[src/rtl/idu_pkg.sv]
// ----------------------------------------------------------------------------
// Integer divide unit package
// Request type passed from the front end through the queue to the divider.
// ----------------------------------------------------------------------------
package idu_pkg;

	localparam int QueueDepth = 2;
	localparam int DataWidth  = 64;
	localparam int HalfWidth  = 32;
	localparam logic [5:0] LastStep64 = 6'd63;
	localparam logic [5:0] LastStep32 = 6'd31;

	typedef struct packed {
		logic                 want_rem;
		logic                 neg_quo;
		logic                 neg_rem;
		logic                 wide;
		logic                 zero_div;
		logic [DataWidth-1:0] num;
		logic [DataWidth-1:0] den;
	} job_t;

endpackage

[src/rtl/idu_front.sv]
// ----------------------------------------------------------------------------
// Integer divide unit front end
// Accepts a request, masks operands to width, takes magnitudes and notes signs.
// ----------------------------------------------------------------------------
module idu_front import idu_pkg::*; (
	input  logic                 start,
	input  logic                 full,
	input  logic [2:0]           cmd,
	input  logic [DataWidth-1:0] dividend,
	input  logic [DataWidth-1:0] divisor,
	output logic                 push,
	output job_t                 job
);

	logic                 wide;
	logic                 sgn;
	logic [DataWidth-1:0] mask;
	logic [DataWidth-1:0] a_m;
	logic [DataWidth-1:0] b_m;
	logic                 neg_a;
	logic                 neg_b;

	assign wide  = cmd[2];
	assign sgn   = cmd[1];
	assign mask  = wide ? {DataWidth{1'b1}} : {{HalfWidth{1'b0}}, {HalfWidth{1'b1}}};
	assign a_m   = dividend & mask;
	assign b_m   = divisor & mask;
	assign neg_a = sgn && (wide ? a_m[DataWidth-1] : a_m[HalfWidth-1]);
	assign neg_b = sgn && (wide ? b_m[DataWidth-1] : b_m[HalfWidth-1]);
	assign push  = start && !full;

	always_comb begin
		job.want_rem = cmd[0];
		job.neg_quo  = neg_a != neg_b;
		job.neg_rem  = neg_a;
		job.wide     = wide;
		job.zero_div = (b_m == '0);
		job.num      = neg_a ? ((~a_m + 1'b1) & mask) : a_m;
		job.den      = neg_b ? ((~b_m + 1'b1) & mask) : b_m;
	end

endmodule

[src/rtl/idu_queue.sv]
// ----------------------------------------------------------------------------
// Integer divide unit request queue
// Short FIFO between the front end and the divider.
// ----------------------------------------------------------------------------
module idu_queue import idu_pkg::*; #(
	parameter int DEPTH = QueueDepth
) (
	input  logic clk,
	input  logic arst_n,
	input  logic push,
	input  job_t push_job,
	input  logic pop,
	output job_t head,
	output logic full,
	output logic empty
);

	localparam int PtrW = $clog2(DEPTH);
	localparam int CntW = $clog2(DEPTH + 1);

	job_t            entry_q [DEPTH];
	logic [PtrW-1:0] wr_ptr_q;
	logic [PtrW-1:0] rd_ptr_q;
	logic [CntW-1:0] count_q;
	logic            do_pop;

	assign full   = (count_q == CntW'(DEPTH));
	assign empty  = (count_q == '0);
	assign head   = entry_q[rd_ptr_q];
	assign do_pop = pop && !empty;

	always_ff @(posedge clk) begin
		if (push) begin
			entry_q[wr_ptr_q] <= push_job;
		end
	end

	always_ff @(posedge clk or negedge arst_n) begin
		if (!arst_n) begin
			wr_ptr_q <= '0;
			rd_ptr_q <= '0;
			count_q  <= '0;
		end else begin
			if (push) begin
				wr_ptr_q <= (wr_ptr_q == PtrW'(DEPTH - 1)) ? '0 : wr_ptr_q + 1'b1;
			end
			if (do_pop) begin
				rd_ptr_q <= (rd_ptr_q == PtrW'(DEPTH - 1)) ? '0 : rd_ptr_q + 1'b1;
			end
			if (push && !do_pop) begin
				count_q <= count_q + 1'b1;
			end else if (do_pop && !push) begin
				count_q <= count_q - 1'b1;
			end
		end
	end

endmodule

[src/rtl/idu_back.sv]
// ----------------------------------------------------------------------------
// Integer divide unit back end
// Restoring divider, one quotient bit per cycle, then sign fix-up and strobe.
// ----------------------------------------------------------------------------
module idu_back import idu_pkg::*; (
	input  logic                 clk,
	input  logic                 arst_n,
	input  logic                 empty,
	input  job_t                 head,
	output logic                 pop,
	output logic                 done,
	output logic [DataWidth-1:0] answer
);

	typedef enum logic [1:0] {
		ST_IDLE,
		ST_RUN,
		ST_FIX
	} state_t;

	state_t               state_q;
	job_t                 job_q;
	logic [DataWidth-1:0] rem_q;
	logic [DataWidth-1:0] dvd_q;
	logic [DataWidth-1:0] quo_q;
	logic [5:0]           cnt_q;
	logic                 done_q;
	logic [DataWidth-1:0] answer_q;

	logic [DataWidth:0]   shifted;
	logic [DataWidth+1:0] diff;
	logic                 ge;
	logic [DataWidth-1:0] sel;
	logic                 neg;
	logic [DataWidth-1:0] signed_res;
	logic [DataWidth-1:0] mask;

	assign pop     = (state_q == ST_IDLE) && !empty;
	assign shifted = {rem_q, dvd_q[DataWidth-1]};
	assign diff    = {1'b0, shifted} - {2'b00, job_q.den};
	assign ge      = !diff[DataWidth+1];

	assign sel        = job_q.want_rem ? rem_q : quo_q;
	assign neg        = job_q.want_rem ? job_q.neg_rem : job_q.neg_quo;
	assign signed_res = neg ? (~sel + 1'b1) : sel;
	assign mask       = job_q.wide ? {DataWidth{1'b1}} : {{HalfWidth{1'b0}}, {HalfWidth{1'b1}}};

	always_ff @(posedge clk or negedge arst_n) begin
		if (!arst_n) begin
			state_q <= ST_IDLE;
			done_q  <= 1'b0;
			cnt_q   <= '0;
		end else begin
			done_q <= 1'b0;
			case (state_q)
				ST_IDLE: begin
					if (!empty) begin
						job_q   <= head;
						rem_q   <= '0;
						quo_q   <= '0;
						dvd_q   <= head.wide ? head.num : {head.num[HalfWidth-1:0], {HalfWidth{1'b0}}};
						cnt_q   <= head.wide ? LastStep64 : LastStep32;
						state_q <= ST_RUN;
					end
				end
				ST_RUN: begin
					rem_q <= ge ? diff[DataWidth-1:0] : shifted[DataWidth-1:0];
					quo_q <= {quo_q[DataWidth-2:0], ge};
					dvd_q <= {dvd_q[DataWidth-2:0], 1'b0};
					cnt_q <= cnt_q - 1'b1;
					if (cnt_q == '0) begin
						state_q <= ST_FIX;
					end
				end
				ST_FIX: begin
					answer_q <= job_q.zero_div ? '0 : (signed_res & mask);
					done_q   <= 1'b1;
					state_q  <= ST_IDLE;
				end
				default: begin
					state_q <= ST_IDLE;
				end
			endcase
		end
	end

	assign done   = done_q;
	assign answer = answer_q;

endmodule

[src/rtl/integer_divide_unit.sv]
// ----------------------------------------------------------------------------
// Integer divide unit
// Quotient or remainder of 32/64-bit signed or unsigned integer division.
// ----------------------------------------------------------------------------
// A request is taken when start is high and busy is low. The divider loads a
// request from the queue, works out one quotient bit per cycle (64 or 32)
// with the serial restoring loop, then fixes the sign; the result appears on
// answer with done high for one cycle after that. A queue of QUEUE_DEPTH
// requests sits in front of the divider, which takes no new request before
// the last is done, and busy is high only while that queue is full. The
// receiver cannot stall: it must take answer in the cycle that done is high.
// A zero divisor yields 0; 32-bit answers are zero-extended.
module integer_divide_unit import idu_pkg::*; #(
	parameter int QUEUE_DEPTH = QueueDepth
) (
	input  logic                 clk,
	input  logic                 arst_n,
	input  logic                 start,
	output logic                 busy,
	input  logic [2:0]           cmd,
	input  logic [DataWidth-1:0] dividend,
	input  logic [DataWidth-1:0] divisor,
	output logic                 done,
	output logic [DataWidth-1:0] answer
);

	logic push;
	job_t push_job;
	logic pop;
	job_t head;
	logic full;
	logic empty;

	assign busy = full;

	idu_front u_front (
		.start    (start),
		.full     (full),
		.cmd      (cmd),
		.dividend (dividend),
		.divisor  (divisor),
		.push     (push),
		.job      (push_job)
	);

	idu_queue #(
		.DEPTH (QUEUE_DEPTH)
	) u_queue (
		.clk      (clk),
		.arst_n   (arst_n),
		.push     (push),
		.push_job (push_job),
		.pop      (pop),
		.head     (head),
		.full     (full),
		.empty    (empty)
	);

	idu_back u_back (
		.clk    (clk),
		.arst_n (arst_n),
		.empty  (empty),
		.head   (head),
		.pop    (pop),
		.done   (done),
		.answer (answer)
	);

endmodule

[config.mk]
export PLATFORM = sky130hd
export DESIGN_NAME = integer_divide_unit
export DESIGN_NICKNAME = d
export VERILOG_FILES = /design/src/rtl/idu_pkg.sv /design/src/rtl/idu_front.sv /design/src/rtl/idu_queue.sv /design/src/rtl/idu_back.sv /design/src/rtl/integer_divide_unit.sv
export SDC_FILE = /design/constraint.sdc
export NUM_CORES = 1
export LEC_CHECK = 0
export ABC_CLOCK_PERIOD_IN_PS = 9930
export CAP_MARGIN = 10
export CORE_MARGIN = 1
export CORE_UTILIZATION = 58
export DETAILED_ROUTE_END_ITERATION = 12
export DONT_BUFFER_PORTS = 1
export PLACE_DENSITY = 0.76
export SLEW_MARGIN = 20
export SYNTH_ARGS = -nofsm -noshare
export SYNTH_HDL_FRONTEND = slang
export SYNTH_SLANG_ARGS = --single-unit
[constraint.sdc]
create_clock -name clk -period 9.93 [get_ports clk]
set_input_delay 0.993 -clock clk [delete_from_list [all_inputs] [get_ports clk]]
set_output_delay 0.993 -clock clk [all_outputs]
set_load 0.03 [all_outputs]
Yosys cells after proc, flatten, opt, wreduce, memory -nomap -nowiden
Memory sizes are Yosys's and may differ from the RTL's.
Cells that the tools add are included.
- reductions and logical operators: 23
- add/subtract/negate cells: 9
- multiplexer cells: 29
- equal/unequal tests: 6
- bitwise logic cells: 9
- operator list (operator ; number):
    $mux 64 ; 10
    $pmux 64 s2 ; 3
    $and 64x64->64 ; 5
    $add 64x1->64 const B ; 3
    $not 64->64 ; 3
    $sub 65x64->66 ; 1
    $logic_not 64->1 ; 1
    $mux 6 ; 2
    $pmux 6 s2 ; 1
    $mux 1 ; 8
    $mux 2 ; 4
    $logic_and 1x1->1 ; 7
    $logic_not 6->1 ; 1
    $reduce_and 2->1 ; 3
    $reduce_and 3->1 ; 2
    $sub 6x1->6 const B ; 1
    $logic_not 1->1 ; 5
    $eq 2x2->1 const B ; 2
    $logic_not 2->1 ; 2
    $pmux 2 s2 ; 1
    $reduce_bool 2->1 ; 2
    $add 1x1->1 const B ; 2
    $add 2x1->2 const B ; 1
    $eq 2x1->1 const B ; 1
    5 further kinds ; 5
- bits in writable memories: 266
- output and inout bits: 66
- bits of input ports: 134
- word-level logic and storage cells: 93
- memories kept: 1
- bits in registers: 338
- memory list (name ; words ; bits a word ; read ports ; clocked after Yosys merged registers in ; wr ports ; RTL line ; source):
    u_queue.entry_q ; 2 ; 133 ; 1 ; 0 ; 1 ; idu_queue.sv:21 ; job_t entry_q [DEPTH];

Logic depth before layout (Yosys ltp)
Gate-level depths: netlist of run 1.
- word-level depth: 7
- depth in mapped cells: 21
- depth with buffers taken out: 14

Cells and area by module
From an unflattened synthesis of run 1, not the netlist that was laid out.
- cell total of the unflattened synthesis: 2962
- area total of the unflattened synthesis: 33375.8 µm²
- by module, submodules not included (module ; seq. area each (µm²) ; area an instance (µm²) ; cells an instance ; instances):
    idu_back ; 9984.6 ; 19565.0 ; 1948 ; 1
    idu_queue ; 8087.8 ; 10023.4 ; 430 ; 1
    idu_front ; 0.0 ; 3787.4 ; 584 ; 1

Least setup slack after synthesis of run 1
No wires, ideal clock.
- path type: input to register
- from: in arst_n
- to: reg u_back.dvd_q[0], enable pin
- setup slack: 0.242 ns
- data required time: 9.183 ns
- data arrival time: 8.941 ns
- library setup time: 0.747 ns
- stages: 2
- buffers on the path: 0
- cells stage by stage: inv_1 > nor2_1
- word-level cells in the longest chain between the ends: 1
- ends and longest elaborated chain (what ; RTL line ; source):
    start: declaration ; integer_divide_unit.sv:17 ; input logic arst_n,
    $reduce_and 3->1 (no line) ; n/a ;
    end signal: assignment ; idu_back.sv:61 ; dvd_q <= head.wide ? head.num : {head.num[HalfWidth-1:0], {HalfWidth{1'b0}}};
    end signal: assignment ; idu_back.sv:69 ; dvd_q <= {dvd_q[DataWidth-2:0], 1'b0};
    end: declaration ; idu_back.sv:24 ; logic [DataWidth-1:0] dvd_q;
No other way between the ends.
A chain may end at the register's enable or synchronous reset.

Worst setup path after layout of run 1
- from: reg u_back.job_q[132] in the netlist's numbering
- to: reg u_back.answer_q[60], in the netlist u_back.answer[60], data pin
- word-level cells in the longest chain between the ends: 5
- elaborated cells between the ends (all ways): 6
- classes of those cells: add/sub (1); mux (3); bitwise (2)
- ends and longest elaborated chain (what ; RTL line ; source):
    start: declaration ; idu_back.sv:22 ; job_t job_q;
    start signal: assignment ; idu_back.sv:58 ; job_q <= head;
    $mux 64 ; idu_back.sv:43 ; assign sel = job_q.want_rem ? rem_q : quo_q;
    $not 64->64 ; idu_back.sv:45 ; assign signed_res = neg ? (~sel + 1'b1) : sel;
    $add 64x1->64 ; idu_back.sv:45 ;
    $mux 64 (*) ; idu_back.sv:45 ;
    $and 64x64->64 (*) ; idu_back.sv:76 ; answer_q <= job_q.zero_div ? '0 : (signed_res & mask);
    end signal: assignment ; idu_back.sv:76 ;
    end: declaration ; idu_back.sv:28 ; logic [DataWidth-1:0] answer_q;
Every way passes the cells marked *; elsewhere a longest branch is shown, timed or not.

==> run_results.csv, run 1 <==
group,metric,value,unit
grt,grt_pass1_vias,21600,
clock_network,hold_buffers,0,
sta,fin_tns_setup,0,ns
synth,synth_common_cells,"591 x edfxtp_1, 278 x nor2_1, 200 x nand2_1, 181 x a21oi_1, 175 x mux2i_1",
grt,grt_pass1_wl,119,mm
clock_network,tritoncts,"yes",
worst_setup_path,start_kind,"register",
floorplanning,ioPinCount,200,
sta,hold_violations,0,
drt,wl,76.5,mm
worst_setup_path,slowest_stage,"buf_6",
worst_setup_path,regToRegSetupSlack,5.22,ns
synth,yosys.cell_count.top_type,"edfxtp_1",
pwr,p_leak,13.2,nW
drt,antenna_left,0,
worst_setup_path,path_buf_inv,2,
drt,route.detailed.drc,0,
synth,synthSimpleGateAreaFrac,0.134,
synth,yosysWarnings,0,
synth,synth_ff_type,"edfxtp_1",
placed_design,port_buffers,0,
worst_setup_path,end_kind,"register",
sta,clock_skew,0.0316,ns
clock_network,htree_num_levels,3,
drt,wl_met1,33.4,mm
drt,dr_wl_met2,35.3,mm
worst_setup_path,endpoint,"u_back.answer[60]$_SDFFCE_PP0P_",
grt,grt_max_degree,197,
synth,syn-num-nets,3107,
worst_setup_path,cp.required,10.25,ns
clock_network,clk_pin_slew,0.06,ns
sta,tightest_slew,1.11,ns
synth,ys_async_sr_fraction,0.0215,
sta,holdWs,0.0761,ns
worst_setup_path,critPathKind,"register to register",
floorplanning,die_w,240,µm
floorplanning,die_y,240,µm
min_path,holdCritPathClass,"input port to asynchronous set/reset pin",
drt,vias,22100,
sta,rsz0062_at_grt,"false",
synth,syn_avg_cell_area,11.3,µm²
cells_and_area,nets,3063,
sta,period_share,0.474,
pwr,cellPowerDensity,288,mW/mm²
worst_setup_path,rr_startpoint,"u_back.job_q[132]$_DFFE_PP_",
clock_network,cts-root-buf,"clkbuf_16",
synth,ys_ff_latch,604,
synth,synth_area,0.0328,mm²
drt,wl_met3,5.46,mm
floorplanning,core_area,0.0555,mm²
clock_network,cts_setup_buffers,0,
synth,ys_types,75,
worst_setup_path,path_depth,12,
drt,topRoutingLayerUsed,"met5",
synth,synth_xor_area_frac,0.0629,
synth,synth-compound-area-share,0.108,
worst_setup_path,critPathMaxStageDelay,0.68,ns
placed_design,dp_hpwl,54.5,mm
floorplanning,start_util,0.592,
placed_design,place_inst,3538,
synth,synth_top_family_by_area,"simple AND/OR/NAND/NOR gates",
sta,maxSlewViolCount,0,
cells_and_area,final_cells,3657,
worst_setup_path,crit_family,"simple AND/OR/NAND/NOR gates",
sta,setup_viol,0,
drt,drt_iter0_drc,1683,
worst_setup_path,worstPathCellList,"buf_4 > buf_6 > nor3b_1 > o211ai_1 > nor4_1 > nand4_1 > nor3_1 > nand3_1 > or3_1 > o31ai_1 > xnor2_1 > nor2_1",
drt,avgRoutedWirePerCell,20.9,µm
status,outcome,"finished clean",
worst_setup_path,cp_data_arrival_time,5.02,ns
worst_setup_path,crit_start,"u_back.job_q[132]$_DFFE_PP_",
drt,vias_per_cell,6.03,
clock_network,clk_path_buf_depth,3,
clock_network,cts_resized,0,
worst_setup_path,crit_path_max_fanout,94,
synth,synth_edf_count,591,
clock_network,numCtsBuffers,66,
cells_and_area,n_antenna_cell,0,
placed_design,routabilityCongestion,0.935,
synth,synthCells,2902,
clock_network,worstSkewPairLatency,0.61,ns
floorplanning,row_count,86,
worst_setup_path,r2r_cells,12,
clock_network,cts.sinks,604,
grt,overflow,0,
pwr,peakVddDrop,176,µV
grt,grt_usage,0.267,
worst_setup_path,r2r-end,"u_back.answer[60]$_SDFFCE_PP0P_",
sta,fin_crit,4.71,ns
sta,fmax,213,MHz
job,max_cap_viol_count,0,
synth,netlist.top_cell.by_area,"edfxtp_1",
synth,synth.top_cell.area_share,0.540,
floorplanning,dieArea,0.0576,mm²
synth,ys_seq_area_frac,0.550,
synth,synth_mux_area_frac,0.0900,
cells_and_area,drive_above_1_share,0.0887,
grt,antenna_found_initial,2,
drt,dr.pass1.iters,6,
synth,synth.area.top_cells,"edfxtp_1 54%, mux2i_1 5.3%, mux2_2 3.6%, xnor2_1 3.6%, nor2_1 3.2%",
cells_and_area,area_delta_synth_final,9.15,%
synth,synthAdderAreaFrac,0.0273,
sta,max-slew-margin-rel,0.258,
state kept, by name, indices dropped and copies added (netlist names):
register,cells
u_back.job_q,69
u_queue.wr_ptr_q,1
u_back.answer,64
u_back.rem_q,64
u_back.dvd_q,64
u_back.state_q,2
u_back.cnt_q,6
u_queue.entry_q,266
u_queue.rd_ptr_q,1
u_queue.count_q,2
u_back.done,1
u_back.quo_q,64
cell usage in the layout, fill, tap and decap left out, types with 99 or more instances in the layout:
cell / Yosys / routed
mux2i_1: 175 / 173
edfxtp_1: 591 / 591
o21ai_0: 154 / 154
xor2_1: 101 / 101
xnor2_1: 135 / 135
and2_1: 121 / 120
mux2_2: 105 / 105
nor2_1: 278 / 275
nand2_1: 200 / 200
a21oi_1: 181 / 181
inv_1: 99 / 99
cells by family after synthesis:
logic type | after synthesis
DFF | 604
muxes | 281
xor gates and xnor gates | 236
and+or+nand+nor | 893
adders and majority gates | 71
buffers and inverters | 239
AOI/OAI and AO/OA | 578
final cells by class:
type	instances	area, µm²
well taps	748	936
inverters	99	372
fillers	4212	19700
flip-flops and latches	604	18100
clock inverters	41	541
clock buffers	78	1740
repair buffers	28	279
multi-input cells	2059	13900
routing by layer:
metal / track usage / vias up
met3: 0.0666 / 150
met4: 0.0915 / 4
met5: 0 / -
li1: - / 10600
met2: 0.426 / 717
met1: 0.355 / 10600
per-stage QoR:
stage | worst slack [ns] | total power, W | cell area (µm²) | util
floorplan | 0.242 | 0.00690 | 32800 | -
global placement | 5.13 | 0.00771 | 33500 | 0.604
detailed placement | 4.99 | 0.00781 | 33600 | 0.605
CTS | 4.98 | 0.0104 | 35900 | 0.646
global route | 4.93 | 0.0109 | 35900 | 0.646
finish | 5.22 | 0.0103 | 35900 | 0.646
worst min path at each step:
stage	end	cells after the start
detailed placement	u_back.cnt_q[4]$_DFFE_PN0N_	2
floorplan	u_queue.wr_ptr_q$_DFFE_PN0P_	1
finish	u_back.done$_DFF_PN0_	0
CTS	u_back.cnt_q[2]$_DFFE_PN0N_	0
global placement	u_back.cnt_q[5]$_DFFE_PN0N_	2
global route	u_back.cnt_q[2]$_DFFE_PN0N_	0
worst register-to-register path, delay by kind of cell (launching register included):
family / cells / cell delay, ns
XOR/XNOR: 1 / 0.16
flip-flops: 1 / 0.32
AND/OR/NAND/NOR: 7 / 2.23
AO/OA/AOI/OAI: 2 / 0.54
buffers and inverters: 2 / 1.17
power breakdown:
group	leakage [nW]	switching, W	internal, W	total [W]
Sequential	5.75	0.000448	0.00371	0.00416
Clock	1.10	0.00101	0.00153	0.00254
Combinational	6.39	0.00215	0.00149	0.00365
Total	13.2	0.00361	0.00673	0.0103
(Power assumes the default switching activity.)
==> run 2, diff against run 1 <==
- ABC_AREA: default -> 1
- ABC_CLOCK_PERIOD_IN_PS: 9930 -> 4000
- CORE_UTILIZATION: 58 -> 59
- PLACE_DENSITY: 0.76 -> 0.78
- clock period: 9.93 -> 4 ns (I/O delays scaled with it)
==> run 2 against run 1 <==
Net effect:
- critical path depth is 2 higher
- count of clock-buffer cells in the layout is 5 lower
- via count increased by 45%
- sequential cell count is the same
- core utilization increased by 0.58 points
- area after synthesis is 13% higher
- clock skew decreased by 0.0058 ns
- sequential share of layout area decreased by 5.6 points
- register-to-register slack worse by 4.4 ns
- first-iteration DRC count grew 130%
- global-route usage up 7.5 points
- cell count grew 56%
- critical path type unchanged
- largest cell class unchanged
- highest routed layer unchanged
==> run_results.csv, run 2 <==
group,metric,value,unit
placed_design,dp_hpwl,83.4,mm
grt,grt_pass1_vias,29000,
cells_and_area,n_antenna_cell,0,
drt,drt_iter0_drc,3821,
cells_and_area,fin_area,0.0404,mm²
worst_setup_path,cp_data_arrival_time,3.58,ns
synth,synthCells,4825,
clock_network,cts.sinks,604,
pwr,p_sw,0.0118,W
sta,fin_tns_setup,0,ns
synth,ys_types,51,
drt,vias,32000,
cells_and_area,top_regs,"u_queue.entry_q x266, u_back.job_q x69",
cells_and_area,mostFrequentLayoutCells,"1562 x nand2_1, 705 x inv_1, 682 x nor2_1",
synth,synth_ff_type,"edfxtp_1",
sta,maxSlewViolCount,0,
clock_network,clk_path_buf_depth,3,
grt,grt_max_degree,134,
synth,yosys.cell_count.top_type,"nand2_1",
worst_setup_path,path_buf_inv,3,
pwr,peakVddDrop,497,µV
worst_setup_path,cp.required,4.40,ns
pwr,power_frac_seq,0.360,
sta,max-slew-margin-rel,0.387,
synth,ys_ff_latch,604,
cells_and_area,area_delta_synth_final,8.81,%
cells_and_area,largest_register,"u_queue.entry_q",
sta,fin_crit,3.18,ns
synth,synth_area,0.0371,mm²
grt,grt_pass1_wl,166,mm
drt,wl,110,mm
min_path,holdCritPathClass,"input port to register",
sta,fin_ws,0.817,ns
floorplanning,dieArea,0.0639,mm²
worst_setup_path,critPathKind,"register to register",
cells_and_area,final_common_cell,"nand2_1",
drt,vias_per_cell,5.59,
synth,synth.top_cell.area_share,0.478,
sta,period_share,0.796,
grt,overflow,0,
worst_setup_path,crit_family,"simple AND/OR/NAND/NOR gates",
placed_design,placed_cell_area,0.0380,mm²
floorplanning,row_count,91,
cells_and_area,nets,5039,
cells_and_area,drive_above_1_share,0.0436,
clock_network,cts_setup_buffers,0,
pwr,p_comb_frac,0.434,
synth,syn-num-nets,5030,
worst_setup_path,crit_path_max_fanout,30,
grt,grt_usage,0.342,
worst_setup_path,regToRegSetupSlack,0.82,ns
sta,hold_violations,0,
synth,yosysWarnings,0,
worst_setup_path,end_kind,"register",
worst_setup_path,critPathMaxStageDelay,0.92,ns
synth,synth_common_cells,"1562 x nand2_1, 706 x inv_1, 687 x nor2_1, 591 x edfxtp_1, 236 x nand3_1",
sta,clock_skew,0.0258,ns
status,outcome,"finished clean",
drt,avgRoutedWirePerCell,19.2,µm
job,max_cap_viol_count,0,
sta,fmax,314,MHz
floorplanning,start_util,0.599,
synth,synth.area.top_cells,"edfxtp_1 48%, nand2_1 16%, inv_1 7.1%, nor2_1 7.0%, nand3_1 3.2%",
floorplanning,die_y,253,µm
synth,ys_seq_area_frac,0.487,
clock_network,cts-root-buf,"clkbuf_16",
placed_design,routabilityCongestion,1.09,
clock_network,numCtsBuffers,61,
cells_and_area,largest_reg_flops,266,
sta,tightest_slew,0.910,ns
worst_setup_path,start_kind,"register",
grt,antenna_found_initial,2,
clock_network,tritoncts,"yes",
worst_setup_path,crit_top_cell,"nand2_1",
pwr,intPower,0.0163,W
sta,rsz0062_at_grt,"false",
sta,setup_viol,0,
sta,holdWs,0.0263,ns
clock_network,worstSkewPairLatency,0.66,ns
synth,syn_avg_cell_area,7.69,µm²
clock_network,htree_num_levels,2,
placed_design,place_ws,0.867,ns
pwr,p_leak,18.4,nW
synth,netlist.top_cell.by_area,"edfxtp_1",
floorplanning,die_w,253,µm
drt,dr.pass1.iters,8,
placed_design,port_buffers,0,
drt,route.detailed.drc,0,
floorplanning,core_area,0.0619,mm²
pwr,clkPwrFrac,0.206,
drt,antenna_left,0,
synth,synth_edf_count,591,
synth,ys_async_sr_fraction,0.0215,
cells_and_area,fin_util,0.652,
clock_network,clk_pin_slew,0.06,ns
pwr,cellPowerDensity,697,mW/mm²
floorplanning,ioPinCount,200,
worst_setup_path,worstPathCellList,"buf_4 > inv_2 > nand2_2 > nand3_2 > nor2_4 > nand3_2 > nor2_2 > nand2_1 > inv_2 > nand2_1 > nand2_1 > nand3_1 > nand2_1 > nor2_1",
worst_setup_path,slowest_stage,"edfxtp_1",
pwr,switching_share,0.420,
[run 2: power by group through the flow]
stage | Clock [W] | Sequential, W | Combinational (W)
finish | 0.00580 | 0.0101 | 0.0122
global route | 0.00609 | 0.0102 | 0.0136
CTS | 0.00585 | 0.0101 | 0.0120
detailed placement | 0 | 0.0102 | 0.0119
global placement | 0 | 0.0101 | 0.0118
floorplan | 0 | 0.00989 | 0.00870
[run 2: layer usage]
metal / wire length, µm / share of wire / global-route usage
met1: 48400 / 0.44 / 0.513
met2: 46100 / 0.42 / 0.495
met3: 12000 / 0.11 / 0.0740
met4: 3250 / 0.030 / 0.0996
met5: 17 / 0.00015 / 0
[run 2: stage by stage]
stage	total power, W	cells
floorplan	0.0186	4825
global placement	0.0219	5574
detailed placement	0.0220	5574
CTS	0.0279	5718
global route	0.0300	5718
finish	0.0281	5718
[run 2: area by class of cell]
type                    instances  area (µm²)
fillers                      5403       21600
flip-flops and latches        604       18100
multi-input cells            3368       15700
inverters                     716        2690
clock buffers                  73        1570
well taps                     837        1050
repair buffers                 83         808
clock inverters                37         437
[run 2: path summary, 6_finish.rpt]
check	to	cells past startpoint	start
setup / recovery	u_back.answer[32]$_SDFFCE_PP0P_	14	u_back.job_q[132]$_DFFE_PP_
min in group asynchronous	u_queue.wr_ptr_q$_DFFE_PN0P_	1	arst_n
max in group asynchronous	u_queue.rd_ptr_q$_DFFE_PN0P_	1	arst_n
hold reg to reg	u_back.cnt_q[0]$_DFFE_PN0N_	1	u_back.cnt_q[0]$_DFFE_PN0N_
hold / removal	u_queue.entry_q[1][41]$_DFFE_PP_	1	divisor[41]
setup reg to reg	u_back.answer[32]$_SDFFCE_PP0P_	14	u_back.job_q[132]$_DFFE_PP_
[run 2: worst reg2reg max path, stage by stage, from the launching register on]
cell      delay [ns]
edfxtp_1        0.92
buf_4           0.48
inv_2           0.16
nand2_2         0.11
nand3_2         0.08
nor2_4          0.13
nand3_2         0.17
nor2_2          0.24
nand2_1         0.15
inv_2           0.12
nand2_1         0.06
nand2_1         0.11
nand3_1         0.08
nand2_1         0.06
nor2_1          0.06
[run 2: kinds of logic after synthesis]
group / Yosys count / share of synthesized area
fa+ha+maj: 71 / 0.0242
xor+xnor: 107 / 0.0253
flops: 604 / 0.487
mux: 32 / 0.00864
simple gates: 2715 / 0.300
compound gates: 443 / 0.0636
buf+inv: 853 / 0.0907
[run 2: what timing repair did]
| action | in CTS | in global routing |
|---|---|---|
| endpoints found under the setup margin | 0 | 0 |
| hold buffers | 34 | 0 |
| resized for setup | 0 | 0 |
| hold endpoints to repair | 76 | 0 |
